[src/hdl/tcls_pkg.sv]
package tcls_pkg;

    localparam logic [7:0] HOLD_FOREVER = 8'hFF;
    localparam logic [7:0] SKIP_PHASE   = 8'h00;

    typedef enum logic [0:0] {
        OP_LOAD = 1'b0,
        OP_TICK = 1'b1
    } op_t;

    typedef enum logic [2:0] {
        ORDER_GRB = 3'd0,
        ORDER_RGB = 3'd1,
        ORDER_GBR = 3'd2,
        ORDER_RBG = 3'd3,
        ORDER_BRG = 3'd4,
        ORDER_BGR = 3'd5
    } order_t;

    localparam logic [1:0] PHASE_OFF    = 2'd0;
    localparam logic [1:0] PHASE_FIRST  = 2'd1;
    localparam logic [1:0] PHASE_SECOND = 2'd2;

    typedef struct packed {
        logic [7:0] red;
        logic [7:0] green;
        logic [7:0] blue;
    } color_t;

    localparam color_t RESET_COLOR = '{red: 8'hFF, green: 8'h00, blue: 8'h00};
    localparam color_t DARK_COLOR  = '{red: 8'h00, green: 8'h00, blue: 8'h00};

    // one request as held in the input register
    typedef struct packed {
        op_t        operation;
        color_t     first_color;
        logic [7:0] first_time;
        color_t     second_color;
        logic [7:0] second_time;
        logic [2:0] order_code;
    } req_t;

    // one result
    typedef struct packed {
        color_t     color;
        logic [2:0] channel_order;
        logic [1:0] phase;
        logic       counting;
    } rsp_t;

    // running phase state
    typedef struct packed {
        logic       active;
        logic [7:0] count;
        color_t     color;
        logic [1:0] phase;
    } run_t;

    localparam run_t RESET_RUN = '{
        active: 1'b0,
        count:  8'h00,
        color:  RESET_COLOR,
        phase:  PHASE_FIRST
    };

    // start phase one or two, or go dark when the phase is skipped
    function automatic run_t enter_phase(logic [1:0] which, color_t color,
                                         logic [7:0] duration);
        run_t r;
        if (duration == SKIP_PHASE)
        begin
            r = '{active: 1'b0, count: 8'h00, color: DARK_COLOR, phase: PHASE_OFF};
        end
        else if (duration == HOLD_FOREVER)
        begin
            r = '{active: 1'b0, count: 8'h00, color: color, phase: which};
        end
        else
        begin
            r = '{active: 1'b1, count: duration, color: color, phase: which};
        end
        return r;
    endfunction

    // codes beyond the last order fall back to grb
    function automatic logic [2:0] clean_order(logic [2:0] code);
        logic [2:0] r;
        if (code <= ORDER_BGR)
        begin
            r = code;
        end
        else
        begin
            r = ORDER_GRB;
        end
        return r;
    endfunction

endpackage

[src/hdl/tcls_req_if.sv]
interface tcls_req_if;
    logic       valid;
    logic       ready;
    logic       operation;
    logic [7:0] first_red;
    logic [7:0] first_green;
    logic [7:0] first_blue;
    logic [7:0] first_time;
    logic [7:0] second_red;
    logic [7:0] second_green;
    logic [7:0] second_blue;
    logic [7:0] second_time;
    logic [2:0] order_code;

    modport source (
        output valid, operation, first_red, first_green, first_blue, first_time,
               second_red, second_green, second_blue, second_time, order_code,
        input  ready
    );

    modport sink (
        input  valid, operation, first_red, first_green, first_blue, first_time,
               second_red, second_green, second_blue, second_time, order_code,
        output ready
    );
endinterface

[src/hdl/tcls_rsp_if.sv]
interface tcls_rsp_if;
    logic       valid;
    logic       ready;
    logic [7:0] shown_red;
    logic [7:0] shown_green;
    logic [7:0] shown_blue;
    logic [2:0] channel_order;
    logic [1:0] phase;
    logic       counting;

    modport source (
        output valid, shown_red, shown_green, shown_blue, channel_order, phase,
               counting,
        input  ready
    );

    modport sink (
        input  valid, shown_red, shown_green, shown_blue, channel_order, phase,
               counting,
        output ready
    );
endinterface

[src/hdl/tcls_in_stage.sv]
module tcls_in_stage
    import tcls_pkg::*;
(
    input  logic       clk,
    input  logic       rst_n,
    tcls_req_if.sink   req,
    input  logic       advance,
    output logic       item_valid,
    output req_t       item
);

    logic valid_reg;
    logic valid_next;
    req_t item_reg;
    logic take;

    assign req.ready = !valid_reg || advance;
    assign take      = req.valid && req.ready;

    always_comb
    begin
        if (take)
        begin
            valid_next = 1'b1;
        end
        else if (advance)
        begin
            valid_next = 1'b0;
        end
        else
        begin
            valid_next = valid_reg;
        end
    end

    always_ff @(posedge clk or negedge rst_n)
    begin
        if (!rst_n)
        begin
            valid_reg <= 1'b0;
        end
        else
        begin
            valid_reg <= valid_next;
        end
    end

    // payload only, no reset needed
    always_ff @(posedge clk)
    begin
        if (take)
        begin
            item_reg.operation    <= op_t'(req.operation);
            item_reg.first_color  <= '{red: req.first_red, green: req.first_green,
                                       blue: req.first_blue};
            item_reg.first_time   <= req.first_time;
            item_reg.second_color <= '{red: req.second_red, green: req.second_green,
                                       blue: req.second_blue};
            item_reg.second_time  <= req.second_time;
            item_reg.order_code   <= req.order_code;
        end
    end

    assign item_valid = valid_reg;
    assign item       = item_reg;

endmodule

[src/hdl/tcls_core.sv]
module tcls_core
    import tcls_pkg::*;
(
    input  logic clk,
    input  logic rst_n,
    input  logic fire,
    input  req_t item,
    output rsp_t result
);

    color_t     first_color_reg;
    color_t     first_color_next;
    color_t     second_color_reg;
    color_t     second_color_next;
    logic [7:0] first_dur_reg;
    logic [7:0] first_dur_next;
    logic [7:0] second_dur_reg;
    logic [7:0] second_dur_next;
    logic [2:0] order_reg;
    logic [2:0] order_next;
    run_t       run_reg;
    run_t       run_next;

    always_comb
    begin
        first_color_next  = first_color_reg;
        second_color_next = second_color_reg;
        first_dur_next    = first_dur_reg;
        second_dur_next   = second_dur_reg;
        order_next        = order_reg;
        run_next          = run_reg;

        if (item.operation == OP_LOAD)
        begin
            first_color_next  = item.first_color;
            second_color_next = item.second_color;
            first_dur_next    = item.first_time;
            second_dur_next   = item.second_time;
            order_next        = clean_order(item.order_code);
            if (item.first_time != SKIP_PHASE)
            begin
                run_next = enter_phase(PHASE_FIRST, item.first_color, item.first_time);
            end
            else
            begin
                run_next = enter_phase(PHASE_SECOND, item.second_color, item.second_time);
            end
        end
        else if (run_reg.active)
        begin
            priority if (run_reg.count > 8'd1)
            begin
                run_next.count = run_reg.count - 8'd1;
            end
            else if (run_reg.phase == PHASE_FIRST)
            begin
                run_next = enter_phase(PHASE_SECOND, second_color_reg, second_dur_reg);
            end
            else if (run_reg.phase == PHASE_SECOND)
            begin
                run_next = enter_phase(PHASE_FIRST, first_color_reg, first_dur_reg);
            end
            else
            begin
                run_next.active = 1'b0;
                run_next.count  = 8'h00;
            end
        end
    end

    always_ff @(posedge clk or negedge rst_n)
    begin
        if (!rst_n)
        begin
            first_color_reg  <= DARK_COLOR;
            second_color_reg <= DARK_COLOR;
            first_dur_reg    <= SKIP_PHASE;
            second_dur_reg   <= SKIP_PHASE;
            order_reg        <= ORDER_GRB;
            run_reg          <= RESET_RUN;
        end
        else if (fire)
        begin
            first_color_reg  <= first_color_next;
            second_color_reg <= second_color_next;
            first_dur_reg    <= first_dur_next;
            second_dur_reg   <= second_dur_next;
            order_reg        <= order_next;
            run_reg          <= run_next;
        end
    end

    assign result = '{color:         run_next.color,
                      channel_order: order_next,
                      phase:         run_next.phase,
                      counting:      run_next.active};

    a_off_not_counting: assert property (@(posedge clk) disable iff (!rst_n)
        (run_reg.phase == PHASE_OFF) |-> !run_reg.active)
        else $error("countdown running while led is off");

    a_count_nonzero: assert property (@(posedge clk) disable iff (!rst_n)
        run_reg.active |-> (run_reg.count != 8'h00 && run_reg.count != HOLD_FOREVER))
        else $error("running countdown holds a skip or hold value");

    a_load_first: assert property (@(posedge clk) disable iff (!rst_n)
        (fire && item.operation == OP_LOAD && item.first_time != SKIP_PHASE)
        |=> (run_reg.phase == PHASE_FIRST && run_reg.color == $past(item.first_color)))
        else $error("load did not start the first phase");

    a_tick_idle: assert property (@(posedge clk) disable iff (!rst_n)
        (fire && item.operation == OP_TICK && !run_reg.active) |=> $stable(run_reg))
        else $error("tick changed state with no countdown running");

endmodule

[src/hdl/tcls_out_stage.sv]
module tcls_out_stage
    import tcls_pkg::*;
(
    input  logic       clk,
    input  logic       rst_n,
    input  logic       fire,
    input  rsp_t       result,
    output logic       advance,
    tcls_rsp_if.source rsp
);

    logic valid_reg;
    logic valid_next;
    rsp_t result_reg;

    assign advance = !valid_reg || rsp.ready;

    always_comb
    begin
        if (fire)
        begin
            valid_next = 1'b1;
        end
        else if (rsp.ready)
        begin
            valid_next = 1'b0;
        end
        else
        begin
            valid_next = valid_reg;
        end
    end

    always_ff @(posedge clk or negedge rst_n)
    begin
        if (!rst_n)
        begin
            valid_reg <= 1'b0;
        end
        else
        begin
            valid_reg <= valid_next;
        end
    end

    always_ff @(posedge clk)
    begin
        if (fire)
        begin
            result_reg <= result;
        end
    end

    assign rsp.valid         = valid_reg;
    assign rsp.shown_red     = result_reg.color.red;
    assign rsp.shown_green   = result_reg.color.green;
    assign rsp.shown_blue    = result_reg.color.blue;
    assign rsp.channel_order = result_reg.channel_order;
    assign rsp.phase         = result_reg.phase;
    assign rsp.counting      = result_reg.counting;

endmodule

[src/hdl/two_color_timed_led_sequencer.sv]
// an accepted request waits in the input register, then commits to the core state and
// is written into the result register together, once that register has room
// throughput: one request per cycle, limited only by the result register draining
// the sequencer state updates in a single pass between input and result registers
// reset: asynchronous, active low; led shows full red in the first color phase,
// stored colors and durations are zero, no countdown runs, order is grb
module two_color_timed_led_sequencer
    import tcls_pkg::*;
(
    input  logic       clk,
    input  logic       rst_n,
    tcls_req_if.sink   req,
    tcls_rsp_if.source rsp
);

    logic item_valid;
    req_t item;
    logic advance;
    logic fire;
    rsp_t result;

    // input register: takes a new request when empty or whenever the held one moves on
    tcls_in_stage u_in_stage (
        .clk        (clk),
        .rst_n      (rst_n),
        .req        (req),
        .advance    (advance),
        .item_valid (item_valid),
        .item       (item)
    );

    // a held request commits to state when the result register has room
    assign fire = item_valid && advance;

    // stored colors, durations, order and the running phase countdown
    tcls_core u_core (
        .clk    (clk),
        .rst_n  (rst_n),
        .fire   (fire),
        .item   (item),
        .result (result)
    );

    // result register: drains on rsp ready and refills in the same cycle
    tcls_out_stage u_out_stage (
        .clk     (clk),
        .rst_n   (rst_n),
        .fire    (fire),
        .result  (result),
        .advance (advance),
        .rsp     (rsp)
    );

endmodule

[src/flat_wrapper.sv]
// flat-port wrapper written by rule: the top's interface ports become plain ports
module two_color_timed_led_sequencer_flat import tcls_pkg::*;
  (clk, rst_n, req_valid, req_operation, req_first_red, req_first_green, req_first_blue, req_first_time, req_second_red, req_second_green, req_second_blue, req_second_time, req_order_code, req_ready, rsp_valid, rsp_shown_red, rsp_shown_green, rsp_shown_blue, rsp_channel_order, rsp_phase, rsp_counting, rsp_ready);
  tcls_req_if req_i ();
  tcls_rsp_if rsp_i ();
  input  logic clk;
  input  logic rst_n;
  input wire logic [$bits(req_i.valid)-1:0] req_valid;
  input wire logic [$bits(req_i.operation)-1:0] req_operation;
  input wire logic [$bits(req_i.first_red)-1:0] req_first_red;
  input wire logic [$bits(req_i.first_green)-1:0] req_first_green;
  input wire logic [$bits(req_i.first_blue)-1:0] req_first_blue;
  input wire logic [$bits(req_i.first_time)-1:0] req_first_time;
  input wire logic [$bits(req_i.second_red)-1:0] req_second_red;
  input wire logic [$bits(req_i.second_green)-1:0] req_second_green;
  input wire logic [$bits(req_i.second_blue)-1:0] req_second_blue;
  input wire logic [$bits(req_i.second_time)-1:0] req_second_time;
  input wire logic [$bits(req_i.order_code)-1:0] req_order_code;
  output wire logic [$bits(req_i.ready)-1:0] req_ready;
  output wire logic [$bits(rsp_i.valid)-1:0] rsp_valid;
  output wire logic [$bits(rsp_i.shown_red)-1:0] rsp_shown_red;
  output wire logic [$bits(rsp_i.shown_green)-1:0] rsp_shown_green;
  output wire logic [$bits(rsp_i.shown_blue)-1:0] rsp_shown_blue;
  output wire logic [$bits(rsp_i.channel_order)-1:0] rsp_channel_order;
  output wire logic [$bits(rsp_i.phase)-1:0] rsp_phase;
  output wire logic [$bits(rsp_i.counting)-1:0] rsp_counting;
  input wire logic [$bits(rsp_i.ready)-1:0] rsp_ready;
  assign req_i.valid = req_valid;
  assign req_i.operation = req_operation;
  assign req_i.first_red = req_first_red;
  assign req_i.first_green = req_first_green;
  assign req_i.first_blue = req_first_blue;
  assign req_i.first_time = req_first_time;
  assign req_i.second_red = req_second_red;
  assign req_i.second_green = req_second_green;
  assign req_i.second_blue = req_second_blue;
  assign req_i.second_time = req_second_time;
  assign req_i.order_code = req_order_code;
  assign req_ready = req_i.ready;
  assign rsp_valid = rsp_i.valid;
  assign rsp_shown_red = rsp_i.shown_red;
  assign rsp_shown_green = rsp_i.shown_green;
  assign rsp_shown_blue = rsp_i.shown_blue;
  assign rsp_channel_order = rsp_i.channel_order;
  assign rsp_phase = rsp_i.phase;
  assign rsp_counting = rsp_i.counting;
  assign rsp_i.ready = rsp_ready;
  two_color_timed_led_sequencer u_core (.clk(clk), .rst_n(rst_n), .req(req_i), .rsp(rsp_i));
endmodule
[config.mk]
export PLATFORM = sky130hd
export DESIGN_NAME = two_color_timed_led_sequencer_flat
export DESIGN_NICKNAME = d
export VERILOG_FILES = /design/src/hdl/tcls_pkg.sv /design/src/hdl/tcls_req_if.sv /design/src/hdl/tcls_rsp_if.sv /design/src/hdl/tcls_in_stage.sv /design/src/hdl/tcls_core.sv /design/src/hdl/tcls_out_stage.sv /design/src/hdl/two_color_timed_led_sequencer.sv /design/src/flat_wrapper.sv
export SDC_FILE = /design/constraint.sdc
export NUM_CORES = 1
export LEC_CHECK = 0
export ABC_AREA = 1
export BUFFER_PORTS_ARGS = -buffer_cell sky130_fd_sc_hd__buf_2
export CORE_ASPECT_RATIO = 0.9
export CORE_UTILIZATION = 35
export DETAILED_ROUTE_END_ITERATION = 8
export MAX_ROUTING_LAYER = met4
export PLACE_DENSITY = 0.62
export RECOVER_POWER = 100
export SLEW_MARGIN = 20
export SYNTH_ARGS = -nofsm -noshare
export SYNTH_HDL_FRONTEND = slang
export SYNTH_SLANG_ARGS = --single-unit
[constraint.sdc]
create_clock -name clk -period 3.67 [get_ports clk]
set_input_delay 0.734 -clock clk [delete_from_list [all_inputs] [get_ports clk]]
set_output_delay 0.734 -clock clk [all_outputs]
set_load 0.02 [all_outputs]
==> out/results.txt <==
status - finished with violations
failing checks - capacitance limit, slew limit
Sinks on Clock Net - 202
synthesis-to-finish area growth - 15.1%
grt total ovfl - 0
internal power - 4.80 mW
Yosys top cell by area - edfxtp_1
initial antenna violation count - 0
Post-DRT Antenna Nets - 0
PwrDens - 650 mW/mm²
Iter 0 DRT Violations - 526
first-pass GRT wire length - 37200 µm
Cells after Synth - 1131
GP Congestion - 0.842
leakage power - 4.99 nW
Worst Reg-to-Reg Cells - 10
Slew Viols, Final - 78
Yosys cell types - 33
n_diodes - 0
WHS Endpoint - u_core.u_in_stage.item[20]
sequential area share after synthesis - 58.4%
Max Clk Rate - 0.352 GHz
final instance area - 0.0110 mm²
EDFF count, synth - 98
most frequent cell after synthesis - nand2_1
PortBufs - 103
min Tclk post-route - 2.84 ns
CTS Hold Bufs - 0
H-tree Lvls - 1
reg2reg setup slack - 0.83 ns
Fin Setup TNS - 0 ns
Post-synth top flop - edfxtp_1
Reg clk slew, reported paths - 0.06 ns
RSZ-0062 raised after global routing - no
Die Width - 176 µm
Max IR drop VDD - 322 µV
die area - 0.0279 mm²
largest net degree at the start of global routing - 78
Syn Area/Cell - 8.42 µm²
Root Driver - clkbuf_16
chip height - 158 µm
Max Cap Viol - 1
Worst-Skew Late Latency - 0.53 ns
dominant cells by area after synthesis - edfxtp_1 (31%), dfrtp_1 (25%), nand2_1 (16%), nor2_1 (5.9%), nand3_1 (4.4%)
syn_nets - 1205
Net Sw Frac - 32.6%
drt drc - 0
clock share of power - 31.4%
crit share post-route - 77.4%
Slew headroom - -36.9%
Comb pwr share - 22.3%
DR vias/cell - 4.69
vias in the first global route - 7051
Least-Margin Pin Slew - 2.05 ns
Reg-to-Reg End - u_core.u_core.run_reg[23]
fraction of layout cells with a size suffix above 1 - 11.2%
Initial Util - 36.0%
FFs w/ async S/R, synth - 51.5%
worst-path maximum fanout - 33
I/O pins - 104
num rows - 56
NumNets Final - 1295
setup ws final - 0.830 ns
Synth top area share - 30.9%
hold path depth - 1
hold slack final - 0.378 ns
Clock Skew - 0.0154 ns
Hold Fails Final Rpt - 0
Vias - 7433
post-CTS sizing - 0
CTS tree - built
Crit path required time - 4.12 ns
Largest register FFs - 68
worst reg2reg startpoint - u_core.u_core.run_reg[0]
CTS Buf Count - 23
Util after Layout - 41.5%
post-synthesis cell area - 0.00952 mm²
Synth top cells by count - nand2_1 (411), nor2_1 (149), edfxtp_1 (98), dfrtp_1 (95), nand3_1 (84)
Net Switching - 2.32 mW
Synth Warn # - 0
Seq pwr share - 46.3%
Critical path origin - u_core.u_core.run_reg[0]
placed cell areas - 0.0103 mm²
Bufs on Longest Clock Path - 3
#FFs+latches synth - 202
CP Class - flip-flop to flip-flop
pre-CTS setup slack - 1.33 ns
average routed wire per standard cell - 14.5 µm
final setup violation count - 0
Worst setup EP type - flip-flop
crit path DAT - 3.29 ns
Startpoint Class - flip-flop
final WL - 23000 µm
post-DP HPWL - 14800 µm
HP Class - input pin to flip-flop
hold path startpoint - req_second_green[1]
TritonRoute pass-1 iters - 6
total track usage - 17.4%
Post-CTS Setup Bufs - 0
core area - 0.0264 mm²
[kinds of logic (layout without fill, tap and decap cells)]
kind of cell | Yosys count | count (layout) | synth area share [%]
buf+inv | 163 | 270 | 7.57
fa+ha+maj | 2 | 2 | 0.263
simple gates | 670 | 670 | 28.5
xor+xnor | 1 | 1 | 0.0920
flops | 202 | 202 | 58.4
compound gates | 93 | 93 | 5.15
[layout by cell type, fill, tap and decap left out, types with 2 or more instances in the layout]
cell       count
clkinv_1      29
buf_4          5
clkinv_4       2
nand2_4        2
buf_2         70
clkbuf_1      43
a21boi_0       3
a31oi_1        3
inv_1         83
nor2_1       149
nor2_2         2
clkbuf_16     23
nand4_1       11
nand3_1       84
or2_2          2
o22ai_1        2
bufinv_16      2
clkinv_2       4
inv_2          3
edfxtp_1      98
ha_1           2
clkbuf_2       2
nor2_4         4
nand2_1      412
o21ai_0       72
dfstp_2        8
dfrtp_1       95
o21ai_2        3
nand2_2        2
a21oi_1        9
[metal layers]
metal  share of wire [%]  global-route usage (%)
met1                  49                    24.0
met3                 5.0                    2.82
met5                   0                       -
met4                 2.2                    4.64
met2                  44                    26.5
[worst max path at each step]
stage | endpoint | slack, ns | cells after the start
2_1_floorplan | u_core.u_in_stage.item[0] | 0.83 | 4
4_1_cts | u_core.u_core.run_reg[6] | 1.30 | 7
5_1_grt | u_core.u_core.run_reg[14] | 0.62 | 10
6_report | u_core.u_core.run_reg[23] | 0.83 | 10
3_3_place_gp | u_core.u_core.first_color_reg[18] | 1.37 | 8
3_5_place_dp | u_core.u_core.run_reg[5] | 1.33 | 10
[worst max-delay path, stage by stage (launching register included)]
cell and delay [ns]:
dfstp_1 0.63, nand2_2 0.41, inv_1 1.04, nand3_1 0.16, nand2_1 0.10, clkinv_1 0.07
nand2_1 0.06, nand2_1 0.05, nand2_1 0.10, nand2_1 0.06, nand2_1 0.09
[power by group through the flow]
stage	clock network [mW]	logic [mW]	registers [mW]
after floorplan	0	1.17	3.29
after global placement	0	1.58	3.32
after detailed placement	0	1.63	3.32
after CTS	2.29	1.63	3.29
after global routing	2.38	1.82	3.36
final	2.24	1.59	3.30
[through the flow]
stage	power [mW]	instances
global route	7.56	1586
CTS	7.21	1586
floorplan	4.46	1131
finish	7.12	1586
global placement	4.91	1544
detailed placement	4.95	1544
[final cells by class]
| cell class | count | area, µm² |
|---|---|---|
| clock buffer | 29 | 608 |
| clock inverter | 13 | 128 |
| fill | 2685 | 15500 |
| inverter | 112 | 427 |
| multi-input combinational | 766 | 3240 |
| sequential | 202 | 5560 |
| tap | 348 | 435 |
| timing repair buffer | 116 | 561 |
No activity file was read; power rests on OpenSTA's default activity.
